File: config.mk
export PLATFORM = sky130hd
export DESIGN_NAME = plic_muldiv
export DESIGN_NICKNAME = d
export VERILOG_FILES = /design/src/hdl/plic_pkg.sv /design/src/hdl/plic_muldiv.sv
export SDC_FILE = /design/constraint.sdc
export NUM_CORES = 1
export LEC_CHECK = 0
export ABC_AREA = 1
export BUFFER_PORTS_ARGS = -buffer_cell sky130_fd_sc_hd__buf_2
export CAP_MARGIN = 10
export CELL_PAD_IN_SITES_DETAIL_PLACEMENT = 2
export CELL_PAD_IN_SITES_GLOBAL_PLACEMENT = 2
export CORE_ASPECT_RATIO = 1.75
export CORE_MARGIN = 2
export CORE_UTILIZATION = 30
export CTS_CLUSTER_SIZE = 14
export DETAILED_ROUTE_END_ITERATION = 7
export GPL_ROUTABILITY_DRIVEN = 0
export HOLD_SLACK_MARGIN = 0.02
export MAX_ROUTING_LAYER = met4
export PLACE_DENSITY = 0.84
export SLEW_MARGIN = 20
export SYNTH_ARGS = -nofsm -noshare
export SYNTH_HDL_FRONTEND = slang
export SYNTH_SLANG_ARGS = --single-unit
File: constraint.sdc
create_clock -name clk -period 3 [get_ports clk]
set_input_delay 0.6 -clock clk [delete_from_list [all_inputs] [get_ports clk]]
set_output_delay 0.6 -clock clk [all_outputs]
set_load 0.01 [all_outputs]
File: src/hdl/plic_pkg.sv
// Shared constants, codes and types of the piecewise linear interpolator.
package plic_pkg;

    localparam int MAX_POINTS = 32;
    localparam int CNT_W      = $clog2(MAX_POINTS + 1);
    localparam int DATA_W     = 32;
    localparam int DIFF_W     = DATA_W + 1;
    localparam int PROD_W     = 2 * DATA_W + 1;
    localparam int STEP_W     = $clog2(PROD_W + 1);

    typedef enum logic [1:0] {
        OP_ADD   = 2'd0,
        OP_QUERY = 2'd1,
        OP_CLEAR = 2'd2,
        OP_NONE  = 2'd3
    } op_t;

    typedef enum logic [1:0] {
        ST_OK    = 2'd0,
        ST_DUP   = 2'd1,
        ST_FULL  = 2'd2,
        ST_FEW   = 2'd3
    } status_t;

    typedef enum logic [4:0] {
        S_IDLE  = 5'b00001,
        S_EXEC  = 5'b00010,
        S_START = 5'b00100,
        S_WAIT  = 5'b01000,
        S_DONE  = 5'b10000
    } state_t;

endpackage

File: src/hdl/plic_muldiv.sv
// Bit-serial multiply of two magnitudes followed by restoring division.
module plic_muldiv import plic_pkg::*;
(
    input  logic                     clk,
    input  logic                     rst_n,
    input  logic                     start,
    input  logic [DIFF_W-1:0]        mag_a,
    input  logic [DIFF_W-1:0]        mag_b,
    input  logic [DIFF_W-1:0]        divisor,
    output logic                     done,
    output logic [PROD_W-1:0]        quotient
);

    logic                busy_reg;
    logic                div_phase_reg;
    logic [STEP_W-1:0]   step_reg;
    logic [PROD_W-1:0]   acc_reg;
    logic [PROD_W-1:0]   mcand_reg;
    logic [DIFF_W-1:0]   mplier_reg;
    logic [DIFF_W-1:0]   den_reg;
    logic [DIFF_W-1:0]   rem_reg;
    logic                done_reg;
    logic [DIFF_W:0]     trial;
    logic                fits;

    assign trial    = {rem_reg, acc_reg[PROD_W-1]};
    assign fits     = trial >= {1'b0, den_reg};
    assign done     = done_reg;
    assign quotient = acc_reg;

    // control: multiply phase, then divide phase
    always_ff @(posedge clk or negedge rst_n)
    begin
        if (!rst_n)
        begin
            busy_reg      <= 1'b0;
            div_phase_reg <= 1'b0;
            step_reg      <= '0;
            done_reg      <= 1'b0;
        end
        else
        begin
            done_reg <= 1'b0;
            if (start)
            begin
                busy_reg      <= 1'b1;
                div_phase_reg <= 1'b0;
                step_reg      <= '0;
            end
            else if (busy_reg)
            begin
                if (!div_phase_reg && step_reg == STEP_W'(DIFF_W - 1))
                begin
                    div_phase_reg <= 1'b1;
                    step_reg      <= '0;
                end
                else if (div_phase_reg && step_reg == STEP_W'(PROD_W - 1))
                begin
                    busy_reg <= 1'b0;
                    done_reg <= 1'b1;
                end
                else
                begin
                    step_reg <= step_reg + 1'b1;
                end
            end
        end
    end

    // datapath: shift-add product, then quotient shifts into the accumulator
    always_ff @(posedge clk)
    begin
        if (start)
        begin
            acc_reg    <= '0;
            mcand_reg  <= PROD_W'(mag_a);
            mplier_reg <= mag_b;
            den_reg    <= divisor;
            rem_reg    <= '0;
        end
        else if (busy_reg && !div_phase_reg)
        begin
            if (mplier_reg[0])
            begin
                acc_reg <= acc_reg + mcand_reg;
            end
            mcand_reg  <= {mcand_reg[PROD_W-2:0], 1'b0};
            mplier_reg <= {1'b0, mplier_reg[DIFF_W-1:1]};
        end
        else if (busy_reg)
        begin
            if (fits)
            begin
                rem_reg <= DIFF_W'(trial - {1'b0, den_reg});
            end
            else
            begin
                rem_reg <= trial[DIFF_W-1:0];
            end
            acc_reg <= {acc_reg[PROD_W-2:0], fits};
        end
    end

    a_done_one_cycle: assert property (@(posedge clk) disable iff (!rst_n)
        done_reg |=> !done_reg) else $error("done held too long");
    a_start_idle: assert property (@(posedge clk) disable iff (!rst_n)
        start |-> !busy_reg) else $error("start while busy");
    a_done_after_busy: assert property (@(posedge clk) disable iff (!rst_n)
        $rose(done_reg) |-> $past(busy_reg)) else $error("done without work");

endmodule

==> results.md <==
- Final worst-path cycle share: between 90% and 100%
- Crit path cell chain: ha_1 > nand2_1 > inv_1 > nand2_1 > nand2_1 > inv_1 > nand2_1 > nand2_1 > nand2_1 > a21oi_1 > nand2_1 > nand2_1 > nand3_1 > nand2_1 > a21oi_1
- IO Port Bufs: between 150 and 200
- Final Hold Vio Count: 0
- Post-route DRC: 0
- Placeable core region: 59850 sq um
- Unrepaired setup endpoints after global routing: no
- P per Cell Area: ~440 nW/um^2
- Clock tree from TritonCTS: done
- CP Max Fanout: 5
- HPWL Detailed: ~64000 um
- CTS root buffer: sky130_fd_sc_hd__clkbuf_16
- Fmax: ~350 MHz
- Top cell types by occurrence after synthesis: sky130_fd_sc_hd__nand2_1 (1148), sky130_fd_sc_hd__inv_1 (502), sky130_fd_sc_hd__nor2_1 (253)
- DRT iter0 DRCs: 749
- Num CTS Buffers: 28
- Net count after synthesis: approximately 3100
- Share of the yosys chip area belonging to registers: approximately a third
- Crit path setup slack, layout: 0.1017 ns
- Worst Setup End Kind: register
- Result of the run: finished, final reports clean
- Number of instances in the synthesized netlist: ~2900
- Post-Syn Area per Cell: 6.168 sq um
- First-pass DRT Iterations: 5
- Clock Sinks: 239
- Library cell appearing most often on the critical path: sky130_fd_sc_hd__nand2_1
- Min Clock Period, post-route: 2.898 ns
- Final setup skew: just under 0.02 ns
- Final setup violation count: 0
- CP Data Required Time: 3.47 ns
- Share of final-layout standard cells stronger than drive strength 1: 8.562%
- Initial standard-cell utilization of the core: 30.19%
- Number of max-cap violations: 0
- Filler Cell Count: 7569
- Via count of the first global-routing pass: between 20000 and 25000
- Number of flops mapped to enable cells by yosys: 99
- Placement Setup Slack: 0.1329 ns
- Fin Hold WS: about 0.17 ns
- Synth warnings: 0
- Actual slew at the worst max-slew pin: approximately 0.95 ns
- Remaining Overflow, GRT: 0
- Clock insertion delay at the later pin of the skew report: 0.61 ns
- Data arrival time of the worst path: ~3.4 ns
- Floorplan row count: 119
- Clock H-tree levels: 1
- Wire per inst: ~21 um
- Slew Viols, Final: 0
- Synth top area cells: sky130_fd_sc_hd__nand2_1 (24%), sky130_fd_sc_hd__edfxtp_1 (16%), sky130_fd_sc_hd__dfxtp_1 (14%)
- Synthesized cell area: 18070 sq um
- Layout-stage area growth over the synthesis result: 14.90%
- Sum Neg Setup Slack: 0 ns
- Async set-or-reset flop fraction in the synthesized netlist: under 10%
- Maximum buffer depth of the clock tree: 3
- Total of flip-flops plus latches after synthesis: approximately 240
- Post-layout net count: 3276
- Classification of the worst-slack hold path: primary input to register
- Nature of the critical path startpoint: register
- Clock-pin slew on the worst setup and hold paths: 0.07 ns
- Average via count per standard cell: between 5 and 6
- Post-synth cell types: slightly above 40
- Primary FF master, synth: sky130_fd_sc_hd__dfxtp_1
- Number of antenna diodes: 0
- Vertical die dimension: ~330 um
- Initial antenna violation count: 0
- Routed WL: roughly 81000 um
- Number of nets with antenna violations after detailed routing: 0
- Pin count of the biggest net entering global routing: 129
- Worst setup path class: register to register
- Area fraction of the dominant cell type after synthesis: a little under a quarter
- Wire length of the first global-routing pass: roughly 130000 um
- Boundary pin count: about 170
- Total via count in the routed design: 19780
- GRT Overall Usage: a little over a quarter
- Cell with the biggest individual delay on the critical path: sky130_fd_sc_hd__a21oi_1
- Headroom to the max-slew limit: between 30% and 40%
- Maximum vdd ir drop: ~0.00045 V
- Die Outline Area: approximately 62000 sq um
- Overall die width: 189.5 um
- Max stage delay on crit path: ~0.53 ns
- Leak: 11.18 nW
- Cell with the most instances after synthesis: sky130_fd_sc_hd__nand2_1
- Area leader, netlist: sky130_fd_sc_hd__nand2_1
report_power, final:
part	switching [W]	internal, W	total, W
clock	0.00155	0.00206	0.00361
combinational	0.00125	0.000585	0.00184
sequential	0.000141	0.00359	0.00373
total	0.00294	0.00623	0.00917
path summary, 6_finish.rpt:
check	slack [ns]	startpoint	endpoint	depth (start not counted)
worst min register to register	0.49	rem_reg[31]$_SDFFE_PP0P_	rem_reg[31]$_SDFFE_PP0P_	2
worst max register to register	0.10	quotient[34]$_SDFFE_PP0P_	quotient[59]$_SDFFE_PP0P_	15
min in group asynchronous	0.43	rst_n	done$_DFF_PN0_	2
max in group asynchronous	2.36	rst_n	step_reg[3]$_DFFE_PN0P_	2
worst min-delay path	0.17	divisor[14]	den_reg[14]$_DFFE_PP_	1
worst max-delay path	0.10	quotient[34]$_SDFFE_PP0P_	quotient[59]$_SDFFE_PP0P_	15
per-stage QoR:
step	power, W	std cells	cell area [sq um]	utilization (%)
6_report	0.009172	3881	20760	34.69
4_1_cts	0.009279	3881	20740	34.65
2_1_floorplan	0.004853	2930	18070	-
5_1_grt	0.009579	3881	20760	34.69
3_3_place_gp	0.005513	3828	19790	33.06
3_5_place_dp	0.005615	3828	19790	33.06
cells by family after synthesis:
kind of cell | share of synthesized area (%)
simple gates | 35.50
buf+inv | 12.49
flops | 32.24
compound gates | 10.37
xor+xnor | 2.326
fa+ha+maj | 7.076
what timing repair did:
| item | in CTS | in global routing |
|---|---|---|
| buffers inserted | 0 | 0 |
| endpoints found under the setup margin | 0 | 11 |
| gates resized for setup | 0 | 7 |
| hold buffers | 1 | 0 |
| hold endpoints to repair | 10 | 0 |
per-layer routing:
| layer | global-route usage, % | vias to the layer above | part of all wire [%] |
|---|---|---|---|
| met1 | 23.62 | 9648 | 33 |
| met3 | 2.465 | 312 | 2.6 |
| met5 | - | - | 0 |
| met2 | 51.66 | 468 | 55 |
| met4 | 20.78 | 0 | 9.2 |
| li1 | - | 9348 | - |
critical path: cells and delay by family (launching register included):
kind | cells | cell delay, ns
AOI/OAI and AO/OA | 2 | 0.59
adders and majority gates | 1 | 0.35
buffers and inverters | 2 | 0.16
DFF | 1 | 0.45
and+or+nand+nor | 10 | 1.20
area by class of cell:
class	count	area, sq um	area share, %
Multi-Input combinational cell	2108	10030	48.29
Timing Repair Buffer	191	1091	5.255
Inverter	505	1897	9.135
Tap cell	786	983.4	4.736
Clock buffer	43	859.6	4.140
Sequential cell	239	5826	28.06
Clock inverter	9	81.33	0.3917
placed cells by master, fill, tap and decap left out, types with 10 or more instances in the layout:
master                      netlist  final
sky130_fd_sc_hd__a21oi_1        176    176
sky130_fd_sc_hd__nand2_1       1148   1144
sky130_fd_sc_hd__dfxtp_1        130    130
sky130_fd_sc_hd__dfrtp_1         10     10
sky130_fd_sc_hd__buf_2            4    166
sky130_fd_sc_hd__ha_1            99     99
sky130_fd_sc_hd__nand4_1         10     10
sky130_fd_sc_hd__clkbuf_16        0     30
sky130_fd_sc_hd__nor3_1          20     19
sky130_fd_sc_hd__nand3_1        126    124
sky130_fd_sc_hd__edfxtp_1        99     99
sky130_fd_sc_hd__nor2_1         253    252
sky130_fd_sc_hd__o21bai_1        28     28
sky130_fd_sc_hd__xor2_1          32     32
sky130_fd_sc_hd__o21ai_0        123    122
sky130_fd_sc_hd__inv_1          502    500
sky130_fd_sc_hd__buf_4            1     17
sky130_fd_sc_hd__nand3b_1        24     24
sky130_fd_sc_hd__xnor2_1         16     16
No activity file was read; power rests on OpenSTA's default activity.
